## src/rtl/hgrp_pkg.sv

```systemverilog
// Package for the HTTP GET request parser: transaction structs, result and status codes,
// the fixed words the parser matches and the character helpers.
// No dependencies.
`default_nettype none

package hgrp_pkg;

    // Result queue, a power of two so the pointers wrap on their own
    localparam int QDEPTH = 4;
    localparam int QAW    = $clog2(QDEPTH);
    localparam int QCW    = QAW + 1;

    typedef struct packed {
        logic [7:0] data_byte;
        logic       end_of_buffer;
    } t_in;

    typedef struct packed {
        logic [1:0] kind;
        logic [1:0] header_id;
        logic [7:0] out_byte;
        logic [1:0] status;
        logic       last;
    } t_out;

    // Result kinds
    localparam logic [1:0] KIND_TARGET = 2'd0;
    localparam logic [1:0] KIND_HEADER = 2'd1;
    localparam logic [1:0] KIND_STATUS = 2'd2;

    // Final status codes
    localparam logic [1:0] ST_OK      = 2'd0;
    localparam logic [1:0] ST_METHOD  = 2'd1;
    localparam logic [1:0] ST_BAD     = 2'd2;
    localparam logic [1:0] ST_VERSION = 2'd3;

    // Header identifiers
    localparam logic [1:0] HDR_RANGE    = 2'd0;
    localparam logic [1:0] HDR_IMS      = 2'd1;
    localparam logic [1:0] HDR_CONN     = 2'd2;
    localparam int         NUM_HDR      = 3;

    // Characters
    localparam logic [7:0] CH_SPACE   = 8'h20;
    localparam logic [7:0] CH_TAB     = 8'h09;
    localparam logic [7:0] CH_CR      = 8'h0D;
    localparam logic [7:0] CH_LF      = 8'h0A;
    localparam logic [7:0] CH_PERCENT = 8'h25;
    localparam logic [7:0] CH_PLUS    = 8'h2B;
    localparam logic [7:0] CH_COLON   = 8'h3A;
    localparam logic [7:0] CH_ZERO    = 8'h30;
    localparam logic [7:0] CH_ONE     = 8'h31;

    localparam logic [8*4-1:0]  METHOD_WORD  = "GET ";
    localparam logic [8*7-1:0]  VERSION_WORD = "HTTP/1.";
    localparam logic [8*5-1:0]  NAME_RANGE   = "Range";
    localparam logic [8*17-1:0] NAME_IMS     = "If-Modified-Since";
    localparam logic [8*10-1:0] NAME_CONN    = "Connection";

    localparam logic [4:0] LEN_RANGE = 5'd5;
    localparam logic [4:0] LEN_IMS   = 5'd17;
    localparam logic [4:0] LEN_CONN  = 5'd10;

    function automatic logic [3:0] hex_value(input logic [7:0] c);
        logic [3:0] v;
        v = 4'd0;
        if (c >= "0" && c <= "9") begin
            v = 4'(c - "0");
        end else if (c >= "a" && c <= "f") begin
            v = 4'(c - "a" + 8'd10);
        end else if (c >= "A" && c <= "F") begin
            v = 4'(c - "A" + 8'd10);
        end
        return v;
    endfunction

    function automatic logic [7:0] method_char(input logic [1:0] pos);
        return METHOD_WORD[8*(3 - int'(pos)) +: 8];
    endfunction

    function automatic logic [7:0] version_char(input logic [2:0] pos);
        logic [7:0] c;
        c = 8'd0;
        if (pos < 3'd7) begin
            c = VERSION_WORD[8*(6 - int'(pos)) +: 8];
        end
        return c;
    endfunction

    function automatic logic [4:0] name_len(input logic [1:0] id);
        logic [4:0] l;
        case (id)
            HDR_RANGE: l = LEN_RANGE;
            HDR_IMS:   l = LEN_IMS;
            default:   l = LEN_CONN;
        endcase
        return l;
    endfunction

    // Character at pos of a header name; callers check pos against name_len first
    function automatic logic [7:0] name_char(input logic [1:0] id, input logic [4:0] pos);
        logic [7:0] c;
        c = 8'd0;
        case (id)
            HDR_RANGE: if (pos < LEN_RANGE) c = NAME_RANGE[8*(4 - int'(pos)) +: 8];
            HDR_IMS:   if (pos < LEN_IMS)   c = NAME_IMS[8*(16 - int'(pos)) +: 8];
            default:   if (pos < LEN_CONN)  c = NAME_CONN[8*(9 - int'(pos)) +: 8];
        endcase
        return c;
    endfunction

endpackage

`default_nettype wire

```

## src/rtl/http_get_request_parser.sv

```systemverilog
// HTTP GET request parser: one request byte per transaction in, target bytes,
// selected header value bytes and a final status out. Uses hgrp_pkg.
//
// Each result is written into the result queue when its byte is accepted.
// Throughput: one byte per cycle; the byte step is one pass of logic into a
// four-entry result queue. A byte can yield a data result and the status together;
// input stalls while the queue has fewer than two free entries.
// Reset (i_rst_n low, synchronous) empties the queue and returns the parser to
// expecting the method.
`default_nettype none

module http_get_request_parser (
    input  wire                i_clk,
    input  wire                i_rst_n,
    input  wire                i_in_valid,
    output logic               o_in_stall,
    input  hgrp_pkg::t_in      i_in,
    output logic               o_out_valid,
    input  wire                i_out_stall,
    output hgrp_pkg::t_out     o_out
);

    localparam logic [3:0] PH_METHOD   = 4'd0;
    localparam logic [3:0] PH_SLASH    = 4'd1;
    localparam logic [3:0] PH_TARGET   = 4'd2;
    localparam logic [3:0] PH_VERSION  = 4'd3;
    localparam logic [3:0] PH_NAME     = 4'd4;
    localparam logic [3:0] PH_BLANKCR  = 4'd5;
    localparam logic [3:0] PH_SKIPONE  = 4'd6;
    localparam logic [3:0] PH_SKIPLINE = 4'd7;
    localparam logic [3:0] PH_COLON    = 4'd8;
    localparam logic [3:0] PH_LEADING  = 4'd9;
    localparam logic [3:0] PH_VALUE    = 4'd10;

    localparam logic [1:0] ESC_NONE = 2'd0;
    localparam logic [1:0] ESC_HIGH = 2'd1;
    localparam logic [1:0] ESC_LOW  = 2'd2;

    logic [3:0] r_phase, n_phase;
    logic [4:0] r_mp, n_mp;
    logic [2:0] r_cand, n_cand;
    logic [1:0] r_hdr, n_hdr;
    logic [1:0] r_esc, n_esc;
    logic [3:0] r_hi, n_hi;
    logic       r_fin, n_fin;

    hgrp_pkg::t_out r_queue [hgrp_pkg::QDEPTH];
    logic [hgrp_pkg::QAW-1:0] r_wr, r_rd;
    logic [hgrp_pkg::QCW-1:0] r_count, n_count;

    logic           accept, pop;
    logic           d_valid, s_valid;
    hgrp_pkg::t_out d_res, s_res, first_res;
    logic [1:0]     s_code;
    logic [2:0]     keep;
    logic [7:0]     b;
    logic           eob;
    logic [hgrp_pkg::QCW-1:0] push_cnt;

    assign b   = i_in.data_byte;
    assign eob = i_in.end_of_buffer;

    assign o_in_stall  = (r_count > hgrp_pkg::QCW'(hgrp_pkg::QDEPTH - 2));
    assign accept      = i_in_valid && !o_in_stall;
    assign o_out_valid = (r_count != '0);
    assign pop         = o_out_valid && !i_out_stall;
    assign o_out       = r_queue[r_rd];

    // Byte step
    always_comb begin
        n_phase = r_phase;
        n_mp    = r_mp;
        n_cand  = r_cand;
        n_hdr   = r_hdr;
        n_esc   = r_esc;
        n_hi    = r_hi;
        n_fin   = r_fin;
        d_valid = 1'b0;
        d_res   = '0;
        s_valid = 1'b0;
        s_code  = hgrp_pkg::ST_OK;
        keep    = 3'b000;

        if (r_fin) begin
            if (eob) begin
                n_phase = PH_METHOD;
                n_mp    = '0;
                n_cand  = 3'b111;
                n_hdr   = '0;
                n_esc   = ESC_NONE;
                n_hi    = '0;
                n_fin   = 1'b0;
            end
        end else begin
            case (r_phase)
                PH_METHOD: begin
                    if (r_mp > 5'd3) begin
                        s_valid = 1'b1;
                        s_code  = hgrp_pkg::ST_BAD;
                    end else if (b != hgrp_pkg::method_char(r_mp[1:0])) begin
                        s_valid = 1'b1;
                        s_code  = (r_mp < 5'd3) ? hgrp_pkg::ST_METHOD : hgrp_pkg::ST_BAD;
                    end else if (r_mp == 5'd3) begin
                        n_phase = PH_SLASH;
                        n_mp    = '0;
                    end else begin
                        n_mp = r_mp + 5'd1;
                    end
                end
                PH_SLASH: begin
                    n_phase = PH_TARGET;
                    n_esc   = ESC_NONE;
                end
                PH_TARGET: begin
                    d_res.kind = hgrp_pkg::KIND_TARGET;
                    if (b == hgrp_pkg::CH_SPACE) begin
                        // pending escape is flushed with missing digits as zero
                        if (r_esc == ESC_HIGH) begin
                            d_valid = 1'b1;
                        end else if (r_esc == ESC_LOW) begin
                            d_valid        = 1'b1;
                            d_res.out_byte = {r_hi, 4'd0};
                        end
                        n_esc   = ESC_NONE;
                        n_phase = PH_VERSION;
                        n_mp    = '0;
                    end else if (r_esc == ESC_HIGH) begin
                        n_hi  = hgrp_pkg::hex_value(b);
                        n_esc = ESC_LOW;
                    end else if (r_esc == ESC_LOW) begin
                        d_valid        = 1'b1;
                        d_res.out_byte = {r_hi, hgrp_pkg::hex_value(b)};
                        n_esc          = ESC_NONE;
                    end else if (b == hgrp_pkg::CH_PERCENT) begin
                        n_esc = ESC_HIGH;
                    end else begin
                        d_valid        = 1'b1;
                        d_res.out_byte = (b == hgrp_pkg::CH_PLUS) ? hgrp_pkg::CH_SPACE : b;
                    end
                end
                PH_VERSION: begin
                    if (r_mp < 5'd7) begin
                        if (b != hgrp_pkg::version_char(r_mp[2:0])) begin
                            s_valid = 1'b1;
                            s_code  = hgrp_pkg::ST_BAD;
                        end else begin
                            n_mp = r_mp + 5'd1;
                        end
                    end else if (r_mp == 5'd7) begin
                        if (b != hgrp_pkg::CH_ZERO && b != hgrp_pkg::CH_ONE) begin
                            s_valid = 1'b1;
                            s_code  = hgrp_pkg::ST_VERSION;
                        end else begin
                            n_mp = r_mp + 5'd1;
                        end
                    end else if (r_mp == 5'd8) begin
                        if (b != hgrp_pkg::CH_CR) begin
                            s_valid = 1'b1;
                            s_code  = hgrp_pkg::ST_BAD;
                        end else begin
                            n_mp = r_mp + 5'd1;
                        end
                    end else begin
                        if (b != hgrp_pkg::CH_LF) begin
                            s_valid = 1'b1;
                            s_code  = hgrp_pkg::ST_BAD;
                        end else begin
                            n_phase = PH_NAME;
                            n_mp    = '0;
                            n_cand  = 3'b111;
                        end
                    end
                end
                PH_NAME: begin
                    if (r_mp == '0 && b == hgrp_pkg::CH_CR) begin
                        n_phase = PH_BLANKCR;
                    end else begin
                        for (int i = 0; i < hgrp_pkg::NUM_HDR; i++) begin
                            keep[i] = r_cand[i] && (r_mp < hgrp_pkg::name_len(2'(i)))
                                      && (b == hgrp_pkg::name_char(2'(i), r_mp));
                        end
                        n_cand = keep;
                        if (keep == 3'b000) begin
                            n_phase = (b == hgrp_pkg::CH_CR) ? PH_SKIPONE : PH_SKIPLINE;
                        end else begin
                            // highest matching complete name wins
                            for (int i = 0; i < hgrp_pkg::NUM_HDR; i++) begin
                                if (keep[i] && (5'(r_mp + 5'd1) == hgrp_pkg::name_len(2'(i))))
                                begin
                                    n_hdr   = 2'(i);
                                    n_phase = PH_COLON;
                                end
                            end
                            if (n_phase == PH_NAME) begin
                                n_mp = r_mp + 5'd1;
                            end
                        end
                    end
                end
                PH_BLANKCR: begin
                    if (b == hgrp_pkg::CH_LF) begin
                        s_valid = 1'b1;
                        s_code  = hgrp_pkg::ST_OK;
                    end else begin
                        n_phase = PH_NAME;
                        n_mp    = '0;
                        n_cand  = 3'b111;
                    end
                end
                PH_SKIPONE: begin
                    n_phase = PH_NAME;
                    n_mp    = '0;
                    n_cand  = 3'b111;
                end
                PH_SKIPLINE: begin
                    if (b == hgrp_pkg::CH_CR) n_phase = PH_SKIPONE;
                end
                PH_COLON: begin
                    if (b != hgrp_pkg::CH_COLON) begin
                        s_valid = 1'b1;
                        s_code  = hgrp_pkg::ST_BAD;
                    end else begin
                        n_phase = PH_LEADING;
                    end
                end
                PH_LEADING, PH_VALUE: begin
                    d_res.kind      = hgrp_pkg::KIND_HEADER;
                    d_res.header_id = r_hdr;
                    d_res.out_byte  = b;
                    if (b == hgrp_pkg::CH_CR) begin
                        n_phase = PH_SKIPONE;
                    end else if (r_phase == PH_LEADING &&
                                 (b == hgrp_pkg::CH_SPACE || b == hgrp_pkg::CH_TAB)) begin
                        n_phase = PH_LEADING;
                    end else begin
                        d_valid = 1'b1;
                        n_phase = PH_VALUE;
                    end
                end
                default: begin
                    s_valid = 1'b1;
                    s_code  = hgrp_pkg::ST_BAD;
                end
            endcase

            if (!s_valid && eob) begin
                s_valid = 1'b1;
                s_code  = hgrp_pkg::ST_BAD;
            end
            if (s_valid) begin
                n_fin = 1'b1;
                if (eob) begin
                    n_phase = PH_METHOD;
                    n_mp    = '0;
                    n_cand  = 3'b111;
                    n_hdr   = '0;
                    n_esc   = ESC_NONE;
                    n_hi    = '0;
                    n_fin   = 1'b0;
                end
            end
        end
    end

    always_comb begin
        s_res        = '0;
        s_res.kind   = hgrp_pkg::KIND_STATUS;
        s_res.status = s_code;
        s_res.last   = 1'b1;
        first_res    = d_valid ? d_res : s_res;
        push_cnt     = '0;
        if (accept) begin
            push_cnt = hgrp_pkg::QCW'({1'b0, d_valid} + {1'b0, s_valid});
        end
        n_count = r_count + push_cnt - hgrp_pkg::QCW'(pop);
    end

    always_ff @(posedge i_clk) begin
        if (!i_rst_n) begin
            r_phase <= PH_METHOD;
            r_mp    <= '0;
            r_cand  <= 3'b111;
            r_hdr   <= '0;
            r_esc   <= ESC_NONE;
            r_hi    <= '0;
            r_fin   <= 1'b0;
            r_wr    <= '0;
            r_rd    <= '0;
            r_count <= '0;
        end else begin
            if (accept) begin
                r_phase <= n_phase;
                r_mp    <= n_mp;
                r_cand  <= n_cand;
                r_hdr   <= n_hdr;
                r_esc   <= n_esc;
                r_hi    <= n_hi;
                r_fin   <= n_fin;
            end
            r_wr    <= r_wr + push_cnt[hgrp_pkg::QAW-1:0];
            r_rd    <= r_rd + hgrp_pkg::QAW'(pop);
            r_count <= n_count;
        end
    end

    // Result queue storage
    always_ff @(posedge i_clk) begin
        if (accept && (d_valid || s_valid)) begin
            r_queue[r_wr] <= first_res;
        end
        if (accept && d_valid && s_valid) begin
            r_queue[r_wr + hgrp_pkg::QAW'(1)] <= s_res;
        end
    end

    a_queue_bound: assert property (@(posedge i_clk) disable iff (!i_rst_n)
        r_count <= hgrp_pkg::QCW'(hgrp_pkg::QDEPTH))
        else $error("result queue overfilled");

    a_silent_after_status: assert property (@(posedge i_clk) disable iff (!i_rst_n)
        accept && r_fin |-> push_cnt == '0)
        else $error("result produced after the final status");

    a_status_marks_done: assert property (@(posedge i_clk) disable iff (!i_rst_n)
        accept && s_valid && !eob |=> r_fin)
        else $error("status emitted without ending the request");

    a_pair_is_data_then_status: assert property (@(posedge i_clk) disable iff (!i_rst_n)
        push_cnt == hgrp_pkg::QCW'(2) |-> d_valid && s_valid)
        else $error("two results from one byte that are not data plus status");

    a_fin_clears_on_eob: assert property (@(posedge i_clk) disable iff (!i_rst_n)
        accept && eob |=> !r_fin && r_phase == PH_METHOD)
        else $error("parser not restarted after end of buffer");

endmodule

`default_nettype wire

```

## config.mk

```make
export PLATFORM = sky130hd
export DESIGN_NAME = http_get_request_parser
export DESIGN_NICKNAME = d
export VERILOG_FILES = /design/src/rtl/hgrp_pkg.sv /design/src/rtl/http_get_request_parser.sv
export SDC_FILE = /design/constraint.sdc
export NUM_CORES = 1
export LEC_CHECK = 0
export BUFFER_PORTS_ARGS = -buffer_cell sky130_fd_sc_hd__buf_2
export CAP_MARGIN = 40
export CORE_ASPECT_RATIO = 0.7
export CORE_MARGIN = 2
export CORE_UTILIZATION = 45
export CTS_BUF_LIST = sky130_fd_sc_hd__clkbuf_16
export DETAILED_ROUTE_END_ITERATION = 12
export RECOVER_POWER = 100
export SLEW_MARGIN = 20
export SYNTH_ARGS = -nofsm -noshare
export SYNTH_HDL_FRONTEND = slang
export SYNTH_SLANG_ARGS = --single-unit
export TNS_END_PERCENT = 5
```

## constraint.sdc

```tcl
create_clock -name i_clk -period 6.7 [get_ports i_clk]
set_input_delay 0.335 -clock i_clk [delete_from_list [all_inputs] [get_ports i_clk]]
set_output_delay 0.335 -clock i_clk [all_outputs]
set_load 0.01 [all_outputs]
```

==> metrics.txt, run 1 <==
ys async rst share 0%; Total Nets Final 986; CP endpoint kind flop; Die ar. 17350 sq um; Port-buffer cells 29; met1 usage 45.87%; class of the most critical setup path reg -> reg; status complete, but fails checks; grt ovf 0; GPL Wtd Cong 0.9599; Final Setup Violations 0; post-synth top area cell dfxtp_1; failing checks max-capacitance violations, max-slew violations; Area contributors post-synth dfxtp_1 21%, nand2_1 8.1%, a21oi_2 4.8%; Avg Inst Size Synth 7.648 sq um; Top FF cell, synth dfxtp_1; FF+latch count, synth 84; FMAX 169.5 MHz; clk root buf clkbuf_16; Setup WS pre-CTS 1.143 ns; Setup WS post-layout 0.8005 ns; met2 Track Usage GR 33.42%; TNS Setup 0 ns; DR vias/cell 6.246; Synth-to-Final Area Change 5.988%; Max IR drop VDD 0.0001269 V; Crit Path Max Fanout 20; fin crit period 5.899 ns; busiest grt layer met1; Starting DRT DRC Count 892; Num CTS Buffers 9; diode count 0; drt wl/cell 20.10 microns; I/O pins 30; Die Height 110.8 microns; register area share after synthesis 24.02%; Worst Max-Slew Pin Slew 1.520 ns; Synth Instances 959; CP required 6.94 ns; clock skew 0.01078 ns; cell area after synthesis 7335 sq um; post-route antenna net violation count 0; nature of the critical path startpoint flop; Horiz. Die Dim 156.6 microns; CTS tree yes; share of layout cells above drive strength 1 12.41%; Worst Path Arrival 6.14 ns; filler instances 1657; Power Density 181.1 nW/um^2; Synth top area share 20.74%; Setup Buffers After CTS 0; later-pin clock latency in the skew report 0.35 ns; H-tree depth 3; TritonRoute pass-1 iters 6; CTS clk-pin slew, worst paths 0.07 ns; overall power 1408 uW; MaxCap Viol Count 1; Yosys warnings 0; DR vias 7345; vias in the first global route 6590; Post-synth EDFFs 8; first-pass GRT wire length 37540 microns; library cells used by synthesis 99; Initial Util 45.41%; ratio of final minimum period to clock period 88.05%; PostCTS Resize Cnt 0; Core Area 16150 sq um; RSZ-0062 raised after global routing no; Hold Buf Count CTS 0; Net Count, Synth 999; min-delay worst type in -> reg; Hold Fails Final Rpt 0; Detailed Route WL 23640 microns; Leak 0.002703 uW; clk sinks 84; Max-slew headroom -2.612%; # rows 39; largest net degree at the start of global routing 40; Post-DP HPWL 17270 microns; initial antenna violation count 0; met3 usage 7.975%; drt drc 0; Clock Path Buffers 2; total track usage 27.50%; max-slew violations 6
[worst max-delay path, cell delays in order (launching register included)]
cell and delay [ns]:
dfxtp_1 0.74, inv_1 0.41, ha_1 0.70, clkinv_1 0.39, o21ai_0 0.32, xnor2_1 0.10
nor4b_1 0.52, a31oi_1 0.28, a221oi_1 0.41, and2_0 0.20, or2_2 0.13, ha_1 0.21
nand2_1 0.10, ha_1 0.23, inv_1 0.05, ha_1 0.12, inv_1 0.05, fa_1 0.38
xor2_1 0.16, xnor2_1 0.12, and2_1 0.15
[kinds of logic (layout without fill, tap and decap cells)]
logic type / Yosys count / after routing / share of synthesized area (%)
mux: 25 / 25 / 5.834
xor+xnor: 31 / 31 / 3.907
fa+ha+maj: 28 / 28 / 4.845
simple gates: 423 / 423 / 29.41
buf+inv: 101 / 93 / 5.885
flops: 84 / 84 / 24.02
compound gates: 267 / 267 / 26.10
[layout make-up]
cell class	count	area, sq um	share of cell area (%)
multi-input cells	774	5069	65.20
flip-flops and latches	84	1762	22.66
well taps	225	281.5	3.621
repair buffers	48	251.5	3.235
clock buffers	9	225.2	2.897
inverters	29	108.9	1.400
clock inverters	7	76.32	0.9818
[sequential cells by signal (all words and copies together) (netlist names)]
register / flops
r_queue: 56
r_mp: 5
r_hi: 4
r_phase: 4
r_cand: 3
r_count: 3
r_esc: 2
r_hdr: 2
r_rd: 2
r_wr: 2
r_fin: 1
[path summary, 6_finish.rpt]
path                 start             to  slack, ns  cells after the start
max                r_mp[1]     r_count[2]       0.80                     20
min                i_rst_n      r_cand[1]       0.39                      2
max reg2reg        r_mp[1]     r_count[2]       0.80                     20
min reg2reg  r_queue[2][3]  r_queue[2][3]       0.46                      2
[synth_stat cells (14+ instances only)]
master and instances:
o21ai_0 44, nor2_1 71, dfxtp_1 76, xnor2_1 18, nand3_1 41, a21oi_1 61
inv_1 27, mux4_2 14, nor3_1 17, nand2b_1 17, buf_2 14, nand2_1 159
a21oi_2 40, nor2b_1 18, clkbuf_1 45, ha_1 26
[metrics by stage]
step | instances | hold slack [ns] | util, % | cell area [sq um]
CTS | 1175 | 0.3833 | 48.87 | 7894
detailed placement | 1159 | 0.4514 | 47.01 | 7592
global route | 1176 | 0.3921 | 48.13 | 7774
floorplan | 959 | 0.4331 | - | 7335
finish | 1176 | 0.3948 | 48.13 | 7774
global placement | 1158 | 0.4509 | 46.91 | 7577
[per-layer routing]
layer / up-vias / wire length (microns)
met5: - / 57
met4: 2 / 227
met3: 23 / 2780
met2: 382 / 8493
met1: 3487 / 12080
li1: 3451 / -
[where the power goes]
group          switching [uW]  internal, uW  total [uW]
Combinational             201           123         324
Sequential               38.5           539         577
Clock                     241           265         506
[cells in the final DEF (no fill, tap or decap), types with 8 or more instances in the layout]
cell type	n
dfxtp_1	76
o22ai_1	9
clkbuf_16	9
nand2_1	159
a21oi_2	35
mux4_2	14
nor2b_1	18
o211ai_1	10
nand4_1	9
o21ai_0	48
nand2b_1	17
nor2_1	71
buf_2	12
or3_1	11
clkbuf_1	21
xor2_1	11
mux2i_1	9
a22oi_1	9
buf_4	14
a21oi_1	66
inv_1	27
xnor2_1	18
and2_1	10
nor3_1	18
edfxtp_1	8
ha_1	26
nand3_1	41
a31oi_1	12
No activity file was read; power rests on OpenSTA's default activity.
==> inputs of run 2 (changes only) <==
GPL_TIMING_DRIVEN = 0   (was default)
==> run 2 against run 1 <==
  * The run still ends with max-capacitance violations, max-slew violations left
  * Largest cell class unchanged
  * Die area did not move
  * Largest power group unchanged
  * Design area rose by 2.2%
  * Final cell count rose by 4.8%
  * Sequential power fell by 3.6%
  * Clock power fell by 1%
==> metrics.txt, run 2 (synthesis gave the netlist of run 1 again) <==
status complete, but fails checks; failing checks max-capacitance violations, max-slew violations; critical path's slowest cell o311ai_0; MaxCap Viol Count 1; Port-buffer cells 29; Reg2Reg Depth 15; CP required 6.94 ns; Max-slew headroom -5.408%; DR vias 7607; Clock Path Buffers 2; Core Area 16150 sq um; Detailed Route WL 25170 microns; Leak 0.002804 uW; Starting DRT DRC Count 860; PostCTS Resize Cnt 0; TritonRoute pass-1 iters 8; critical path endpoint r_mp[2]; Horiz. Die Dim 156.6 microns; I/O pins 30; top flop regs r_queue (56), r_mp (5); Worst Max-Slew Pin Slew 1.561 ns; Setup WS pre-CTS 0.9075 ns; Setup WS post-layout 0.4832 ns; DR vias/cell 6.175; leading cell type in the layout, fill and taps excluded nand2_1; Synth-to-Final Area Change 8.359%; Final Setup Violations 0; TNS Setup 0 ns; drt drc 0; CP endpoint kind flop; Crit Reg-Reg Endpoint r_mp[2]; first-pass GRT wire length 39610 microns; Total Nets Final 1043; Hold Buf Count CTS 0; RSZ-0062 raised after global routing no; Power Density 179.4 nW/um^2; r2r setup slk 0.48 ns; total track usage 29.49%; HP Start i_rst_n; crit-path cells clkbuf_1 > inv_1 > ha_1 > clkbuf_1 > nor3b_1 > ha_1 > clkbuf_1 > o21ai_0 > o41a_1 > or2_0 > o311ai_0 > nand2_4 > nor3_1 > xnor2_1 > o32ai_1; Crit Path Max Fanout 12; # rows 39; share of layout cells above drive strength 1 11.62%; CTS clk-pin slew, worst paths 0.07 ns; clock skew 0.01210 ns; ratio of final minimum period to clock period 92.79%; class of the most critical setup path reg -> reg; min-delay worst type in -> reg; Hold Fails Final Rpt 0; diode count 0; Die ar. 17350 sq um; Num CTS Buffers 9; grt ovf 0; Largest register FFs 56; nature of the critical path startpoint flop; max-slew violations 6; largest net degree at the start of global routing 15; GPL Wtd Cong 0.9635; H-tree depth 3; fin crit period 6.217 ns; post-route antenna net violation count 0; FMAX 160.9 MHz; Post-DP HPWL 19210 microns; clk root buf clkbuf_16; Top reg by flops r_queue; initial antenna violation count 0; worst reg2reg startpoint r_mp[1]; vias in the first global route 6881; cell with the most instances on the worst path clkbuf_1; crit path launch r_mp[1]; later-pin clock latency in the skew report 0.35 ns; Setup Buffers After CTS 0; drt wl/cell 20.43 microns; Initial Util 45.41%; delay of the slowest critical-path stage 1.26 ns; CTS tree yes; clk sinks 84; Worst Path Arrival 6.46 ns; Die Height 110.8 microns; filler instances 1671; most frequent cells in the layout 159 x nand2_1, 77 x a21oi_1, 76 x dfxtp_1, 71 x nor2_1, 63 x clkbuf_1; Max IR drop VDD 0.0001659 V
run 2: cell count changes in the layout (fill, tap and decap cells not counted), sizes merged:
cell,change
clkbuf,+44
buf,+12
inv,-3
bufinv,+1
clkdlybuf4s15,+1
clkinvlp,+1
run 2: worst max-delay path: cells and delay by family (launching register included):
family                   cells  cell delay, ns
flip-flops                   1            0.69
XOR/XNOR                     1            0.15
adder cells (fa/ha/maj)      2            0.58
buffers and inverters        4            1.42
AO/OA/AOI/OAI                4            2.24
AND/OR/NAND/NOR              4            0.97
run 2: metrics by stage:
step,std cells,hold WS (ns),util (%),power [uW],instance area [sq um]
3_3_place_gp,1213,0.4472,48.05,931.7,7761
2_1_floorplan,959,0.4331,-,820.9,7335
5_1_grt,1232,0.3323,49.21,1499,7948
3_5_place_dp,1216,0.4530,48.28,943.7,7797
4_1_cts,1231,0.3195,50.07,1442,8087
6_report,1232,0.3155,49.21,1426,7948
run 2: report_power, final:
group          switching [uW]  leakage [uW]  internal, uW  total (uW)
Combinational             233       0.00197           135         368
Sequential               17.6      0.000695           539         556
Clock                     215      0.000139           287         501
Total                     465       0.00280           961        1430
run 2: how the worst min path moves through the flow:
stage / end / slack, ns / depth (start not counted)
after floorplan: r_queue[2][3] / 0.43 / 2
after global placement: r_queue[2][3] / 0.45 / 2
after detailed placement: r_queue[1][3] / 0.45 / 2
after CTS: r_phase[3] / 0.32 / 2
after global routing: r_phase[3] / 0.33 / 2
final: r_phase[3] / 0.32 / 2
run 2: area by class of cell:
class / count / area, sq um / area share [%]
multi-input cells: 774 / 5034 / 63.33
clock inverters: 6 / 63.81 / 0.8029
flip-flops and latches: 84 / 1762 / 22.17
well taps: 225 / 281.5 / 3.542
repair buffers: 33 / 151.4 / 1.905
inverters: 29 / 108.9 / 1.370
plain buffers: 72 / 321.6 / 4.046
clock buffers: 9 / 225.2 / 2.834
run 2: routing by layer:
layer	wire length, microns	track usage, %
met5	0	0
met4	303	5.199
met3	3075	8.131
met2	9287	37.15
met1	12500	48.53
==> inputs of run 3 (changes only) <==
ABC_AREA = 1   (was default)
PLACE_DENSITY = 0.58   (was default)
==> run 3 against run 2 <==
  * The flow now finishes without violations
  * Non-clock buffer count shrank 39
  * Sequential power is 9.4% higher
  * Highest routed layer unchanged
  * Hold slack lost 0.035 ns
  * Sequential share of layout area increased by 0.54 points
  * Critical path type unchanged
  * Critical path depth grew 10
  * Synthesized cell count rose by 23%
==> metrics.txt, run 3 <==
register area share after synthesis 24.62%; filler instances 1663; drt drc 0; Hold Fails Final Rpt 0; CP endpoint kind flop; clock skew 0.006530 ns; top flop regs r_queue (56), r_mp (5); Worst Max-Slew Pin Slew 0.8563 ns; overall power 1623 uW; largest net degree at the start of global routing 17; DR vias/cell 5.450; min-delay worst type in -> reg; leading cell type in the layout, fill and taps excluded nand2_1; vias in the first global route 6658; FMAX 177.1 MHz; Worst Path Arrival 5.94 ns; Die Height 109.5 microns; clk sinks 84; nature of the critical path startpoint flop; Area contributors post-synth dfxtp_1 21%, nand2_1 16%, o21ai_0 7.7%; Multi-input gate area 4424 sq um; # rows 38; HP Start i_rst_n; ys async rst share 0%; DR vias 7761; Die ar. 16940 sq um; post-synth top area cell dfxtp_1; Total Nets Final 1259; Num CTS Buffers 9; Port-buffer cells 26; Comb power frac 32.7%; Max-slew headroom 42.92%; Power Density 209.1 nW/um^2; CTS clk-pin slew, worst paths 0.07 ns; Setup Buffers After CTS 0; grt ovf 0; Yosys warnings 0; Commonest cells post-synth 307 x nand2_1, 145 x inv_1, 128 x nor2_1, 110 x o21ai_0, 81 x nand3_1; most common cell in the synthesized netlist nand2_1; Avg Inst Size Synth 6.059 sq um; MaxCap Viol Count 0; most frequent cells in the layout 308 x nand2_1, 147 x inv_1, 133 x nor2_1, 113 x o21ai_0, 82 x nand3_1; Synth-to-Final Area Change 8.445%; clk root buf clkbuf_16; Core Area 15550 sq um; Leak 0.003786 uW; Net Count, Synth 1221; Post-synth EDFFs 8; Largest register FFs 56; class of the most critical setup path reg -> reg; Max IR drop VDD 0.0001454 V; cell area after synthesis 7156 sq um; Starting DRT DRC Count 952; GPL Wtd Cong 0.9896; Post-DP HPWL 18590 microns; internal power 990.0 uW; Horiz. Die Dim 154.7 microns; share of layout cells above drive strength 1 9.641%; TNS Setup 0 ns; PostCTS Resize Cnt 0; first-pass GRT wire length 37400 microns; H-tree depth 3; drt wl/cell 16.76 microns; later-pin clock latency in the skew report 0.35 ns; library cells used by synthesis 56; Final Setup Violations 0; Initial Util 46.02%; status complete, no violations; max-slew violations 0; Hold Buf Count CTS 0; hold slack 0.2802 ns; Clock Path Buffers 2; Synth top area share 21.26%; post-route antenna net violation count 0; diode count 0; I/O pins 30; sequential cell area 1762 sq um; sequential power share 37.5%; ratio of final minimum period to clock period 84.28%; Detailed Route WL 23870 microns; sw power 632.7 uW; Synth Instances 1181; initial antenna violation count 0; RSZ-0062 raised after global routing no; TritonRoute pass-1 iters 5; CTS tree yes; worst reg2reg startpoint r_mp[1]; clock share of power 29.8%; fin crit period 5.647 ns; Top FF cell, synth dfxtp_1; crit path launch r_mp[1]; Crit Path Max Fanout 16; total track usage 28.69%; FF+latch count, synth 84; CP required 7.00 ns; Top reg by flops r_queue; Sw Share 38.99%
[run 3: metrics by stage]
step,cell area [sq um],std cells,setup WS [ns],utilization [%]
floorplan,7156,1181,2.845,-
global placement,7536,1407,1.581,48.47
detailed placement,7541,1408,1.592,48.50
CTS,7819,1424,1.555,50.29
global route,7760,1424,0.5895,49.91
finish,7760,1424,1.053,49.91
[run 3: area by class of cell]
class	count	share of cell area [%]
sequential	84	22.70
multi-input combinational	873	57.01
inverter	185	9.013
clock buffer	9	2.902
timing repair buffer	27	1.451
tap	200	3.225
buffer	39	3.015
clock inverter	7	0.6772
[run 3: final timing paths]
path	endpoint	slack (ns)	depth (start not counted)
setup / recovery	r_queue[0][6]	1.05	25
hold / removal	r_wr[0]	0.28	3
setup reg to reg	r_queue[0][6]	1.05	25
hold reg to reg	r_queue[3][0]	0.45	2
[run 3: logic make-up (layout without fill, tap and decap cells)]
logic type / count (synthesis) / after routing / share of synthesized area [%]
simple gates: 598 / 598 / 37.37
compound gates: 237 / 237 / 18.78
buf+inv: 224 / 267 / 13.06
flops: 84 / 84 / 24.62
fa+ha+maj: 27 / 27 / 4.826
xor+xnor: 11 / 11 / 1.346
[run 3: worst max-delay path: stages (launching register included)]
cell	delay [ns]
dfxtp_1	0.48
inv_1	0.14
clkbuf_1	0.66
ha_1	0.36
buf_2	0.20
inv_2	0.18
nand2_1	0.21
nand2_1	0.12
nand3_1	0.10
o211ai_1	0.20
nor2_1	0.06
nand2_1	0.23
o21ai_0	0.16
nand2_1	0.11
nor3_1	0.07
nand2_1	0.10
nand2_1	0.09
ha_1	0.19
nor2_1	0.11
inv_1	0.09
nor2_1	0.46
clkinv_1	0.49
clkbuf_1	0.40
o21ai_0	0.25
nand2_1	0.07
inv_1	0.05
[run 3: routing by layer]
| metal | part of all wire (%) | routed length, microns | global-route usage [%] |
|---|---|---|---|
| met1 | 53 | 12690 | 47.84 |
| met2 | 36 | 8672 | 38.04 |
| met3 | 10 | 2384 | 4.493 |
| met4 | 0.51 | 121 | 3.770 |
| met5 | 0 | 0 | 0 |
[run 3: power groups by stage]
stage | Sequential, uW | Combinational (uW) | Clock [uW]
2_1_floorplan | 605 | 363 | 0
3_3_place_gp | 617 | 541 | 0
3_5_place_dp | 618 | 542 | 0
4_1_cts | 607 | 544 | 488
5_1_grt | 614 | 601 | 514
6_report | 608 | 531 | 483
